[src/design/fctf_pkg.sv]
// shared constants, codes and control structs of the framed command transmit ring
`timescale 1ns / 1ps
package fctf_pkg;

	localparam int RING_SIZE_DEF = 64;
	localparam int BYTE_W        = 8;
	localparam int QCNT_W        = 3;

	localparam logic [BYTE_W-1:0] ADDR_RESET    = 8'd128;
	localparam logic [BYTE_W-1:0] CHECKSUM_MASK = 8'h7F;

	// request kinds
	localparam logic KIND_SEND  = 1'b0;
	localparam logic KIND_READY = 1'b1;

	// position of a byte inside a frame
	localparam logic [1:0] FB_ADDR = 2'd0;
	localparam logic [1:0] FB_CMD  = 2'd1;
	localparam logic [1:0] FB_DATA = 2'd2;
	localparam logic [1:0] FB_SUM  = 2'd3;

	// controller to datapath
	typedef struct packed {
		logic load_item;
		logic push;
		logic pop;
		logic sleep;
		logic overflow;
		logic store_result;
	} dp_cmd_t;

	// datapath to controller
	typedef struct packed {
		logic full;
		logic empty;
		logic last_byte;
		logic out_free;
	} dp_stat_t;

endpackage

[src/design/fctf_if.sv]
// request and result channel interfaces of the framed command transmit ring
`timescale 1ns / 1ps
interface fctf_req_if;
	logic                       valid;
	logic                       ready;
	logic                       kind;
	logic [fctf_pkg::BYTE_W-1:0] command;
	logic [fctf_pkg::BYTE_W-1:0] data;

	modport source (output valid, output kind, output command, output data, input ready);
	modport sink   (input valid, input kind, input command, input data, output ready);
endinterface

interface fctf_rsp_if;
	logic                        valid;
	logic                        ready;
	logic                        status;
	logic [fctf_pkg::QCNT_W-1:0] bytes_queued;
	logic                        tx_valid;
	logic [fctf_pkg::BYTE_W-1:0] tx_byte;
	logic                        sender_active;

	modport source (output valid, output status, output bytes_queued, output tx_valid,
		output tx_byte, output sender_active, input ready);
	modport sink   (input valid, input status, input bytes_queued, input tx_valid,
		input tx_byte, input sender_active, output ready);
endinterface

[src/design/fctf_ctrl.sv]
// sequencing controller: accepts a request, steps pushes or one pop, hands off the result
`timescale 1ns / 1ps
module fctf_ctrl (
	input  logic                clk,
	input  logic                arst_n,
	input  logic                in_valid,
	input  logic                in_kind,
	output logic                in_ready,
	input  fctf_pkg::dp_stat_t  stat,
	output fctf_pkg::dp_cmd_t   cmd
);

	typedef enum logic [3:0] {
		ST_IDLE = 4'b0001,
		ST_PUSH = 4'b0010,
		ST_POP  = 4'b0100,
		ST_DONE = 4'b1000
	} state_t;

	state_t state_q;
	state_t state_d;

	// next state and datapath commands
	always_comb begin
		state_d  = state_q;
		cmd      = '0;
		in_ready = 1'b0;
		unique case (state_q)
			ST_IDLE: begin
				in_ready = 1'b1;
				if (in_valid) begin
					cmd.load_item = 1'b1;
					if (in_kind == fctf_pkg::KIND_SEND) begin
						state_d = ST_PUSH;
					end else if (stat.empty) begin
						cmd.sleep = 1'b1;
						state_d   = ST_DONE;
					end else begin
						state_d = ST_POP;
					end
				end
			end
			ST_PUSH: begin
				if (stat.full) begin
					cmd.overflow = 1'b1;
					state_d      = ST_DONE;
				end else begin
					cmd.push = 1'b1;
					if (stat.last_byte) begin
						state_d = ST_DONE;
					end
				end
			end
			ST_POP: begin
				cmd.pop = 1'b1;
				state_d = ST_DONE;
			end
			ST_DONE: begin
				if (stat.out_free) begin
					cmd.store_result = 1'b1;
					state_d          = ST_IDLE;
				end
			end
			default: begin
				state_d = ST_IDLE;
			end
		endcase
	end

	// state register
	always_ff @(posedge clk or negedge arst_n) begin
		if (!arst_n) begin
			state_q <= ST_IDLE;
		end else begin
			state_q <= state_d;
		end
	end

endmodule

[src/design/fctf_dp.sv]
// datapath: ring memory, pointers, sender flag, frame builder and result register
`timescale 1ns / 1ps
module fctf_dp #(
	parameter int RING_SIZE = fctf_pkg::RING_SIZE_DEF
) (
	input  logic                         clk,
	input  logic                         arst_n,
	input  logic                         cfg_wr_en,
	input  logic [fctf_pkg::BYTE_W-1:0]  cfg_wr_data,
	input  logic [fctf_pkg::BYTE_W-1:0]  in_command,
	input  logic [fctf_pkg::BYTE_W-1:0]  in_data,
	input  fctf_pkg::dp_cmd_t            cmd,
	output fctf_pkg::dp_stat_t           stat,
	output logic                         out_valid,
	input  logic                         out_ready,
	output logic                         out_status,
	output logic [fctf_pkg::QCNT_W-1:0]  out_bytes_queued,
	output logic                         out_tx_valid,
	output logic [fctf_pkg::BYTE_W-1:0]  out_tx_byte,
	output logic                         out_sender_active
);

	localparam int PTR_W = $clog2(RING_SIZE);
	localparam logic [PTR_W-1:0] PTR_LAST = PTR_W'(RING_SIZE - 1);
	localparam logic [fctf_pkg::QCNT_W-1:0] LAST_IDX = fctf_pkg::QCNT_W'(3);

	logic [fctf_pkg::BYTE_W-1:0] mem [RING_SIZE];

	logic [fctf_pkg::BYTE_W-1:0] dev_addr_q;
	logic [fctf_pkg::BYTE_W-1:0] command_q;
	logic [fctf_pkg::BYTE_W-1:0] data_q;
	logic [fctf_pkg::BYTE_W-1:0] rd_data_q;
	logic [PTR_W-1:0]            wptr_q;
	logic [PTR_W-1:0]            rptr_q;
	logic [PTR_W-1:0]            wptr_next;
	logic [PTR_W-1:0]            rptr_next;
	logic                        flag_q;
	logic                        status_q;
	logic [fctf_pkg::QCNT_W-1:0] queued_q;
	logic                        popped_q;
	logic [fctf_pkg::BYTE_W-1:0] checksum;
	logic [fctf_pkg::BYTE_W-1:0] push_byte;

	logic                        out_valid_q;
	logic                        out_status_q;
	logic [fctf_pkg::QCNT_W-1:0] out_queued_q;
	logic                        out_tx_valid_q;
	logic [fctf_pkg::BYTE_W-1:0] out_tx_byte_q;
	logic                        out_active_q;

	// pointer advance with wrap for any ring size
	assign wptr_next = (wptr_q == PTR_LAST) ? '0 : wptr_q + 1'b1;
	assign rptr_next = (rptr_q == PTR_LAST) ? '0 : rptr_q + 1'b1;

	// frame byte selection
	assign checksum = (dev_addr_q + command_q + data_q) & fctf_pkg::CHECKSUM_MASK;

	always_comb begin
		unique case (queued_q[1:0])
			fctf_pkg::FB_ADDR: push_byte = dev_addr_q;
			fctf_pkg::FB_CMD:  push_byte = command_q;
			fctf_pkg::FB_DATA: push_byte = data_q;
			fctf_pkg::FB_SUM:  push_byte = checksum;
			default:           push_byte = checksum;
		endcase
	end

	// status toward the controller
	assign stat.full      = (wptr_next == rptr_q);
	assign stat.empty     = (wptr_q == rptr_q);
	assign stat.last_byte = (queued_q == LAST_IDX);
	assign stat.out_free  = !out_valid_q || out_ready;

	// ring memory, single write and registered read
	always_ff @(posedge clk) begin
		if (cmd.push) begin
			mem[wptr_next] <= push_byte;
		end
		if (cmd.pop) begin
			rd_data_q <= mem[rptr_next];
		end
	end

	// captured request payload
	always_ff @(posedge clk) begin
		if (cmd.load_item) begin
			command_q <= in_command;
			data_q    <= in_data;
		end
	end

	// configuration, pointers, flag and per-request counters
	always_ff @(posedge clk or negedge arst_n) begin
		if (!arst_n) begin
			dev_addr_q <= fctf_pkg::ADDR_RESET;
			wptr_q     <= '0;
			rptr_q     <= '0;
			flag_q     <= 1'b0;
			status_q   <= 1'b0;
			queued_q   <= '0;
			popped_q   <= 1'b0;
		end else begin
			if (cfg_wr_en) begin
				dev_addr_q <= cfg_wr_data;
			end
			if (cmd.load_item) begin
				status_q <= 1'b0;
				queued_q <= '0;
				popped_q <= 1'b0;
			end
			if (cmd.push) begin
				wptr_q   <= wptr_next;
				flag_q   <= 1'b1;
				queued_q <= queued_q + 1'b1;
			end
			if (cmd.overflow) begin
				status_q <= 1'b1;
			end
			if (cmd.pop) begin
				rptr_q   <= rptr_next;
				popped_q <= 1'b1;
			end
			if (cmd.sleep) begin
				flag_q <= 1'b0;
			end
		end
	end

	// result valid register
	always_ff @(posedge clk or negedge arst_n) begin
		if (!arst_n) begin
			out_valid_q <= 1'b0;
		end else if (cmd.store_result) begin
			out_valid_q <= 1'b1;
		end else if (out_ready) begin
			out_valid_q <= 1'b0;
		end
	end

	// result payload
	always_ff @(posedge clk) begin
		if (cmd.store_result) begin
			out_status_q   <= status_q;
			out_queued_q   <= queued_q;
			out_tx_valid_q <= popped_q;
			out_tx_byte_q  <= popped_q ? rd_data_q : '0;
			out_active_q   <= flag_q;
		end
	end

	assign out_valid         = out_valid_q;
	assign out_status        = out_status_q;
	assign out_bytes_queued  = out_queued_q;
	assign out_tx_valid      = out_tx_valid_q;
	assign out_tx_byte       = out_tx_byte_q;
	assign out_sender_active = out_active_q;

`ifndef SYNTHESIS
	// a byte is never written over an unread one
	assert property (@(posedge clk) disable iff (!arst_n) cmd.push |-> !stat.full)
		else $error("push into a full ring");

	// the sender flag is up whenever bytes wait in the ring
	assert property (@(posedge clk) disable iff (!arst_n) !stat.empty |-> flag_q)
		else $error("ring holds bytes while sender is inactive");

	// a pop is only issued with data present
	assert property (@(posedge clk) disable iff (!arst_n) cmd.pop |-> !stat.empty)
		else $error("pop from an empty ring");

	// a result never reports both a popped byte and send fields
	assert property (@(posedge clk) disable iff (!arst_n)
		out_valid_q && out_tx_valid_q |-> !out_status_q && (out_queued_q == '0))
		else $error("mixed send and pop result");
`endif

endmodule

[src/design/framed_command_tx_fifo_unit.sv]
// top level of the framed command transmit ring
//
//   channel  dir  handshake      payload
//   req      in   valid/ready    kind, command, data
//   rsp      out  valid/ready    status, bytes_queued, tx_valid, tx_byte, sender_active
//   cfg      in   cfg_wr_en      cfg_wr_data (device address)
//
// a send request runs accept, four memory writes and result load before the next accept
// (when the ring fills, it stops writing and goes on to its result load);
// a transmitter-ready request runs accept, memory read and result load, and skips the read on an empty ring
// one request is in work at a time; a finished result sits in the output register
// and the next request is accepted while it waits, then holds in its result cycle until taken
// reset clears the pointers, the sender flag and the address register to 128;
// the ring memory is not cleared, entries are read only after being written
`timescale 1ns / 1ps
module framed_command_tx_fifo_unit #(
	parameter int RING_SIZE = fctf_pkg::RING_SIZE_DEF
) (
	input  logic                        clk,
	input  logic                        arst_n,
	fctf_req_if.sink                    req,
	fctf_rsp_if.source                  rsp,
	input  logic                        cfg_wr_en,
	input  logic [fctf_pkg::BYTE_W-1:0] cfg_wr_data
);

	fctf_pkg::dp_cmd_t  cmd;
	fctf_pkg::dp_stat_t stat;

	// controller
	fctf_ctrl u_ctrl (
		.clk      (clk),
		.arst_n   (arst_n),
		.in_valid (req.valid),
		.in_kind  (req.kind),
		.in_ready (req.ready),
		.stat     (stat),
		.cmd      (cmd)
	);

	// datapath
	fctf_dp #(
		.RING_SIZE (RING_SIZE)
	) u_dp (
		.clk               (clk),
		.arst_n            (arst_n),
		.cfg_wr_en         (cfg_wr_en),
		.cfg_wr_data       (cfg_wr_data),
		.in_command        (req.command),
		.in_data           (req.data),
		.cmd               (cmd),
		.stat              (stat),
		.out_valid         (rsp.valid),
		.out_ready         (rsp.ready),
		.out_status        (rsp.status),
		.out_bytes_queued  (rsp.bytes_queued),
		.out_tx_valid      (rsp.tx_valid),
		.out_tx_byte       (rsp.tx_byte),
		.out_sender_active (rsp.sender_active)
	);

endmodule

[src/flat_wrapper.sv]
// flat-port wrapper written by rule: the top's interface ports become plain ports
module framed_command_tx_fifo_unit_flat 
#(
	parameter int RING_SIZE = fctf_pkg::RING_SIZE_DEF
)
  (clk, arst_n, cfg_wr_en, cfg_wr_data, req_valid, req_kind, req_command, req_data, req_ready, rsp_valid, rsp_status, rsp_bytes_queued, rsp_tx_valid, rsp_tx_byte, rsp_sender_active, rsp_ready);
  fctf_req_if req_i ();
  fctf_rsp_if rsp_i ();
  input  logic clk;
  input  logic arst_n;
  input  logic cfg_wr_en;
  input  logic [fctf_pkg::BYTE_W-1:0] cfg_wr_data;
  input wire logic [$bits(req_i.valid)-1:0] req_valid;
  input wire logic [$bits(req_i.kind)-1:0] req_kind;
  input wire logic [$bits(req_i.command)-1:0] req_command;
  input wire logic [$bits(req_i.data)-1:0] req_data;
  output wire logic [$bits(req_i.ready)-1:0] req_ready;
  output wire logic [$bits(rsp_i.valid)-1:0] rsp_valid;
  output wire logic [$bits(rsp_i.status)-1:0] rsp_status;
  output wire logic [$bits(rsp_i.bytes_queued)-1:0] rsp_bytes_queued;
  output wire logic [$bits(rsp_i.tx_valid)-1:0] rsp_tx_valid;
  output wire logic [$bits(rsp_i.tx_byte)-1:0] rsp_tx_byte;
  output wire logic [$bits(rsp_i.sender_active)-1:0] rsp_sender_active;
  input wire logic [$bits(rsp_i.ready)-1:0] rsp_ready;
  assign req_i.valid = req_valid;
  assign req_i.kind = req_kind;
  assign req_i.command = req_command;
  assign req_i.data = req_data;
  assign req_ready = req_i.ready;
  assign rsp_valid = rsp_i.valid;
  assign rsp_status = rsp_i.status;
  assign rsp_bytes_queued = rsp_i.bytes_queued;
  assign rsp_tx_valid = rsp_i.tx_valid;
  assign rsp_tx_byte = rsp_i.tx_byte;
  assign rsp_sender_active = rsp_i.sender_active;
  assign rsp_i.ready = rsp_ready;
  framed_command_tx_fifo_unit #(.RING_SIZE(RING_SIZE)) u_core (.clk(clk), .arst_n(arst_n), .req(req_i), .rsp(rsp_i), .cfg_wr_en(cfg_wr_en), .cfg_wr_data(cfg_wr_data));
endmodule
[config.mk]
export PLATFORM = sky130hd
export DESIGN_NAME = framed_command_tx_fifo_unit_flat
export DESIGN_NICKNAME = d
export VERILOG_FILES = /design/src/design/fctf_pkg.sv /design/src/design/fctf_if.sv /design/src/design/fctf_ctrl.sv /design/src/design/fctf_dp.sv /design/src/design/framed_command_tx_fifo_unit.sv /design/src/flat_wrapper.sv
export SDC_FILE = /design/constraint.sdc
export NUM_CORES = 1
export LEC_CHECK = 0
export ABC_AREA = 1
export BUFFER_PORTS_ARGS = -buffer_cell sky130_fd_sc_hd__buf_2
export CORE_UTILIZATION = 30
export CTS_CLUSTER_DIAMETER = 120
export DETAILED_ROUTE_END_ITERATION = 10
export MAX_ROUTING_LAYER = met4
export PLACE_DENSITY = 0.54
export SLEW_MARGIN = 10
export SYNTH_ARGS = -nofsm -noshare
export SYNTH_HDL_FRONTEND = slang
export SYNTH_SLANG_ARGS = --single-unit
export TNS_END_PERCENT = 50
[constraint.sdc]
create_clock -name clk -period 10.8 [get_ports clk]
set_clock_uncertainty 0.1 [all_clocks]
set_input_delay 0.54 -clock clk [delete_from_list [all_inputs] [get_ports clk]]
set_output_delay 0.54 -clock clk [all_outputs]
set_load 0.01 [all_outputs]
# [After elaboration in Yosys (flattened, before gate mapping)]
# Memories as Yosys holds them, arrays and structs flattened. A register that Yosys moved wholly into a read port is not among the register bits.
# Index checks and enable logic that the tools add are counted.
[word_totals] register_bits=61 latchBits=0 mem_bits_rw=512 romBits=0 inputBits=30 output_inout_bits=16 word_cells=81 memories=1
[mem_list] name="u_core.u_dp.mem" words=64 word_bits=8 read_ports=1 rd_clocked_by_memory_dff=1 wr=1 line_no="fctf_dp.sv:27" source="logic [fctf_pkg::BYTE_W-1:0] mem [RING_SIZE];"
[op_classes] addsub=5 multipliers=0 div=0 order_cmp=0 eq_ne=15 shifts=0 mux=35 bitwise_logic=0 reduce_logical=9
[op_table] op="$pmux 8 s4" count=1
[op_table] op="$mux 4" count=6
[op_table] op="$mux 1" count=23
[op_table] op="$pmux 4 s4" count=1
[op_table] op="$add 7x7->7" count=2
[op_table] op="$add 6x1->6 const B" count=2
[op_table] op="$eq 6x6->1" count=2
[op_table] op="$eq 6x6->1 const B" count=2
[op_table] op="$mux 6" count=2
[op_table] op="$reduce_bool 2->1" count=5
[op_table] op="$mux 3" count=2
[op_table] op="$eq 2x2->1 const B" count=2
[op_table] op="$eq 4x1->1 const B" count=1
[op_table] op="$eq 4x2->1 const B" count=1
[op_table] op="$eq 4x3->1 const B" count=1
[op_table] op="$eq 4x4->1 const B" count=1
[op_table] op="$add 3x1->3 const B" count=1
[op_table] op="$eq 3x2->1 const B" count=1
[op_table] op="$ne 3x1->1 const B" count=1
[op_table] op="$reduce_and 3->1" count=1
[op_table] op="$eq 2x1->1 const B" count=1
[op_table] op="$logic_not 2->1" count=1
[op_table] op="$ne 2x1->1 const B" count=1
[op_table] op="$ne 2x2->1 const B" count=1
[op_table] op="other kinds (2)" count=2

# [Logic depth before layout (Yosys ltp)]
[depth] ltp_word=7 mapped_depth=15 mapped_depth_nobuf=15

# [Cells and area by module]
# Synthesis repeated with hierarchy kept, for this count alone.
[unflattened] hier_cells=2449 hier_area_um2=25663.4
[modules_own_cells] mod="fctf_dp" instances=1 cells_per_inst=2400 area_each_um2=25366.8 seq_area_each_um2=17192.7
[modules_own_cells] mod="fctf_ctrl" instances=1 cells_per_inst=49 area_each_um2=296.5 seq_area_each_um2=101.3

# [Worst setup path after synthesis]
# Ideal clock, no wire load.
[synth_timing] path_type="flip-flop to flip-flop" from="reg u_core.u_dp.dev_addr_q[1] (netlist bit)" to="mem u_core.u_dp.mem[0][5] (netlist bit) (data pin)" setup_ns=0.564 arrival_ns=3.771 t_required_ns=10.136 path_slack_ns=6.364 stages_incl_launch_ff=12 path_buffers=0 period_less_slack_ns=4.436 cell_sequence="dfrtp_1 > inv_1 > fa_1 > inv_1 > ha_1 > fa_1 > nand2_1 > nand2_1 > a21oi_1 > or2_2 > nand3_1 > a22oi_1"
[synth_via] elab_chain_cells=3
[synth_lines] element="start: declaration" line_no="fctf_dp.sv:29" source="logic [fctf_pkg::BYTE_W-1:0] dev_addr_q;"
[synth_lines] element="start signal: assignment" line_no="fctf_dp.sv:95" source="dev_addr_q <= fctf_pkg::ADDR_RESET;"
[synth_lines] element="start signal: assignment" line_no="fctf_dp.sv:104" source="dev_addr_q <= cfg_wr_data;"
[synth_lines] element="$add 7x7->7 (2 in a row)" line_no="fctf_dp.sv:56" source="assign checksum = (dev_addr_q + command_q + data_q) & fctf_pkg::CHECKSUM_MASK;"
[synth_lines] element="$pmux 8 s4" line_no="fctf_dp.sv:59" source="unique case (queued_q[1:0])"
[synth_lines] element="via u_core.u_dp.push_byte (one bit)" line_no="fctf_dp.sv:42" source="logic [fctf_pkg::BYTE_W-1:0] push_byte;"
[synth_lines] element="end: declaration" line_no="fctf_dp.sv:27"
# The timed path passes the listed nets, and every way through them passes these cells.

# [Final worst setup path]
[layout_timing] from="reg u_core.u_dp.wptr_q[0]" to="mem u_core.u_dp.mem[38][7] (netlist bit) (enable)"
[layout_via] elab_chain_cells=7 elab_cells_between_ends=8 cone_classes="1 x add/sub; 2 x eq/ne; 5 x mux"
[layout_lines] element="start: declaration" line_no="fctf_dp.sv:33" source="logic [PTR_W-1:0] wptr_q;"
[layout_lines] element="start signal: assignment" line_no="fctf_dp.sv:112" source="wptr_q <= wptr_next;"
[layout_lines] element="$add 6x1->6 or $eq 6x6->1 (tied branches)" line_no="fctf_dp.sv:52" source="assign wptr_next = (wptr_q == PTR_LAST) ? '0 : wptr_q + 1'b1;"
[layout_lines] element="$mux 6 (*)" line_no="fctf_dp.sv:52"
[layout_lines] element="$eq 6x6->1" line_no="fctf_dp.sv:69" source="assign stat.full = (wptr_next == rptr_q);"
[layout_lines] element="$mux 1" line_no="fctf_ctrl.sv:44" source="if (stat.full) begin"
[layout_lines] element="$mux 1" line_no="fctf_ctrl.sv:28" source="unique case (state_q)"
[layout_lines] element="$mux 1" line_no="fctf_dp.sv:76" source="if (cmd.push) begin"
[layout_lines] element="$mux 1 (implied by the code)" line_no="fctf_dp.sv:77" source="mem[wptr_next] <= push_byte;"
# Mark *: on every way between the ends. The rest lies on a longest branch, timed or not.

==> out/results.tsv <==
metric	value	unit
syn_inst	2420	
synth_most_common_cell	nand2_1	
arrival	4.69	ns
critPathCapture	u_core.u_dp.mem[38][7]	
fp.coreArea	83800	um2
wl	67900	um
crit_buf_inv	1	
nNetsFinal	2495	
die_w	293	um
avgRoutedWirePerCell	18.7	um
boundaryPins	46	
synthFlopType	edfxtp_1	
worst_setup_path_end_kind	flip-flop	
worst_skew_pair.late_latency	0.60	ns
cp_max_fo	13	
grt_pass1_wl	105000	um
antenna_found_initial	0	
gp_congestion	0.843	
postSynthAreaPerCell	10.5	um2
yosysUniqueCellTypes	33	
antenna_cells	0	
viasPerCell	4.78	
maxCapViolations	0	
clock_sinks	581	
startpoint_type	flip-flop	
drc	0	
cts_htree_levels	3	
grt.overflow.total	0	
synth_edf_count	550	
crit_family	simple AND/OR/NAND/NOR gates	
setup_ws	6.24	ns
status	finished, final reports clean	
fmax	0.219	GHz
fin_util	34.6	%
synth_mux_area_share	0	%
setup_violations	0	
seqCellArea	17300	um2
min_period	4.56	ns
ys_top_cells_by_count	nand2_1 (670), edfxtp_1 (550), nand3_1 (474)	
postRouteAntennaNets	0	
hold_violations	0	
pwr_density_cell	269	nW/um2
ctsResizeCount	0	
netlist_area	25400	um2
required	10.93	ns
synth.top_cell.area_share	64.9	%
worstPathCellList	ha_1, nand2_1, nor2_2, nand2_1, nand3_2, inv_1, nand2_1, nand3_1, nor2_1, a21oi_2, nand4_1, nor2_1	
reg2reg_slack	6.24	ns
vias	17300	
syn_to_final_growth	14.0	%
synthesis.nets	2469	
r2r-start	u_core.u_dp.wptr_q[0]	
fp.dieH	293	um
dieArea	86000	um2
nFillCells	8398	
ir_worst_vdd	177	uV
fin_setup_tns	0	ns
fp-row-count	106	
drt_first_pass_iters	8	
initial_core_util	30.4	%
rsz0062_at_grt	false	
r2r_cells	12	
drt_iter0_markers	1666	
post-place-ws	6.36	ns
ys_ff_latch	581	
crit_path_top_delay_cell	nand4_1	
synth_area_leaders	edfxtp_1 (65%), nand2_1 (9.9%), nand3_1 (9.3%)	
cts_tree	built	
path_class	flip-flop to flip-flop	
synth_compound_area_share	1.39	%
synth-simple-area-share	22.0	%
tightestPinTransition	1.12	ns
slew_headroom	25.0	%
ys_warn_count	0	
track_usage	16.4	%
grt_pass1_vias	17300	
hold_class	input pin to flip-flop	
cts_made_buffers	66	
synth.largest_area_cell	edfxtp_1	
port_buffers	45	
hpwl	37900	um
slowest_delay	1.05	ns
grt_max_degree	200	
synthXorXnorAreaFrac	0.379	%
fin_crit_sh	42.2	%
drive_gt1_share	7.38	%
drv_slew	0	
synthAdderAreaFrac	1.14	%
critPathMostFrequentCell	nand2_1	
synthArstFlopShare	5.34	%
synth_top_family_by_area	simple AND/OR/NAND/NOR gates	
r2r-end	u_core.u_dp.mem[38][7]	
p_leak	11.5	nW
cp.depth	12	
path_clk_slew	0.06	ns
multi_input_area	6470	um2
cts_buffer_depth	3	
crit_path_start	u_core.u_dp.wptr_q[0]	
clock-root-buffer	clkbuf_16	
seq_area_frac_synth	68.0	%
[registers in the layout, summed over array words and instances (netlist names), 3 cells and up]
name / flops
u_core.u_ctrl.state_q: 4
u_core.u_dp.wptr_q: 6
u_core.u_dp.queued_q: 3
u_core.u_dp.rptr_q: 6
u_core.u_dp.out_tx_byte: 8
u_core.u_dp.data_q: 8
u_core.u_dp.mem: 512
u_core.u_dp.out_bytes_queued: 3
u_core.u_dp.dev_addr_q: 8
u_core.u_dp.command_q: 8
u_core.u_dp.rd_data_q: 8
[timing repair]
action | in CTS | in global routing
setup buffers | 0 | 0
hold buffers | 11 | 0
hold endpoints to repair | 39 | 0
[cell families after synthesis]
| logic type | Yosys count |
|---|---|
| buffers and inverters | 468 |
| xor gates and xnor gates | 11 |
| and+or+nand+nor | 1282 |
| DFF | 581 |
| adders and majority gates | 19 |
| AOI/OAI and AO/OA | 59 |
[worst min-delay path by stage]
| stage | startpoint | cells past startpoint | end | slack, ns |
|---|---|---|---|---|
| floorplan | arst_n | 0 | u_core.u_ctrl.state_q[1] | 0.14 |
| global placement | u_core.u_dp.queued_q[2] | 0 | u_core.u_dp.out_bytes_queued[2] | 0.34 |
| detailed placement | u_core.u_dp.queued_q[2] | 0 | u_core.u_dp.out_bytes_queued[2] | 0.34 |
| CTS | req_command[2] | 1 | u_core.u_dp.command_q[2] | 0.001 |
| global route | req_command[5] | 1 | u_core.u_dp.command_q[5] | 0.02 |
| finish | req_command[5] | 1 | u_core.u_dp.command_q[5] | 0.03 |
[placed cells by master (no fill, tap or decap), drive strengths merged, types with 6 or more instances in the layout]
cell and instances:
a21oi 13, clkinv 26, nand4 9, edfxtp 550, dlygate4sd3 11, o21ai 27, nand3b 27, fa 7
buf 68, nand2 674, xor2 6, nand3 477, nor2 88, clkbuf 84, ha 12, dfrtp 29
inv 349
[per-layer routing]
metal	track usage, %	share of wire, %	up-vias
met2	25.7	47	536
met5	-	0	-
li1	-	-	8098
met3	2.38	6.0	111
met1	22.2	45	8576
met4	4.65	2.0	0
[report_power, final]
part / internal (mW) / switching, mW / leakage (nW)
sequential: 2.97 / 0.0505 / 5.37
clock: 1.21 / 0.892 / 0.972
combinational: 0.638 / 2.04 / 5.16
[per-stage QoR]
step | instance area, um2 | power [mW] | instances | hold slack, ns
5_1_grt | 29000 | 8.20 | 3626 | 0.0155
3_3_place_gp | 26900 | 5.74 | 3501 | 0.339
2_1_floorplan | 25400 | 4.72 | 2420 | 0.144
6_report | 29000 | 7.81 | 3626 | 0.0294
3_5_place_dp | 26900 | 5.75 | 3501 | 0.344
4_1_cts | 29000 | 7.86 | 3626 | 0.00108
[layout make-up]
class	instances	share of cell area (%)
clock buffers	84	6.14
clock inverters	30	0.750
inverters	347	4.50
multi-input cells	1371	22.3
flip-flops and latches	581	59.6
well taps	1134	4.89
repair buffers	79	1.79
No activity file was read; power rests on OpenSTA's default activity.
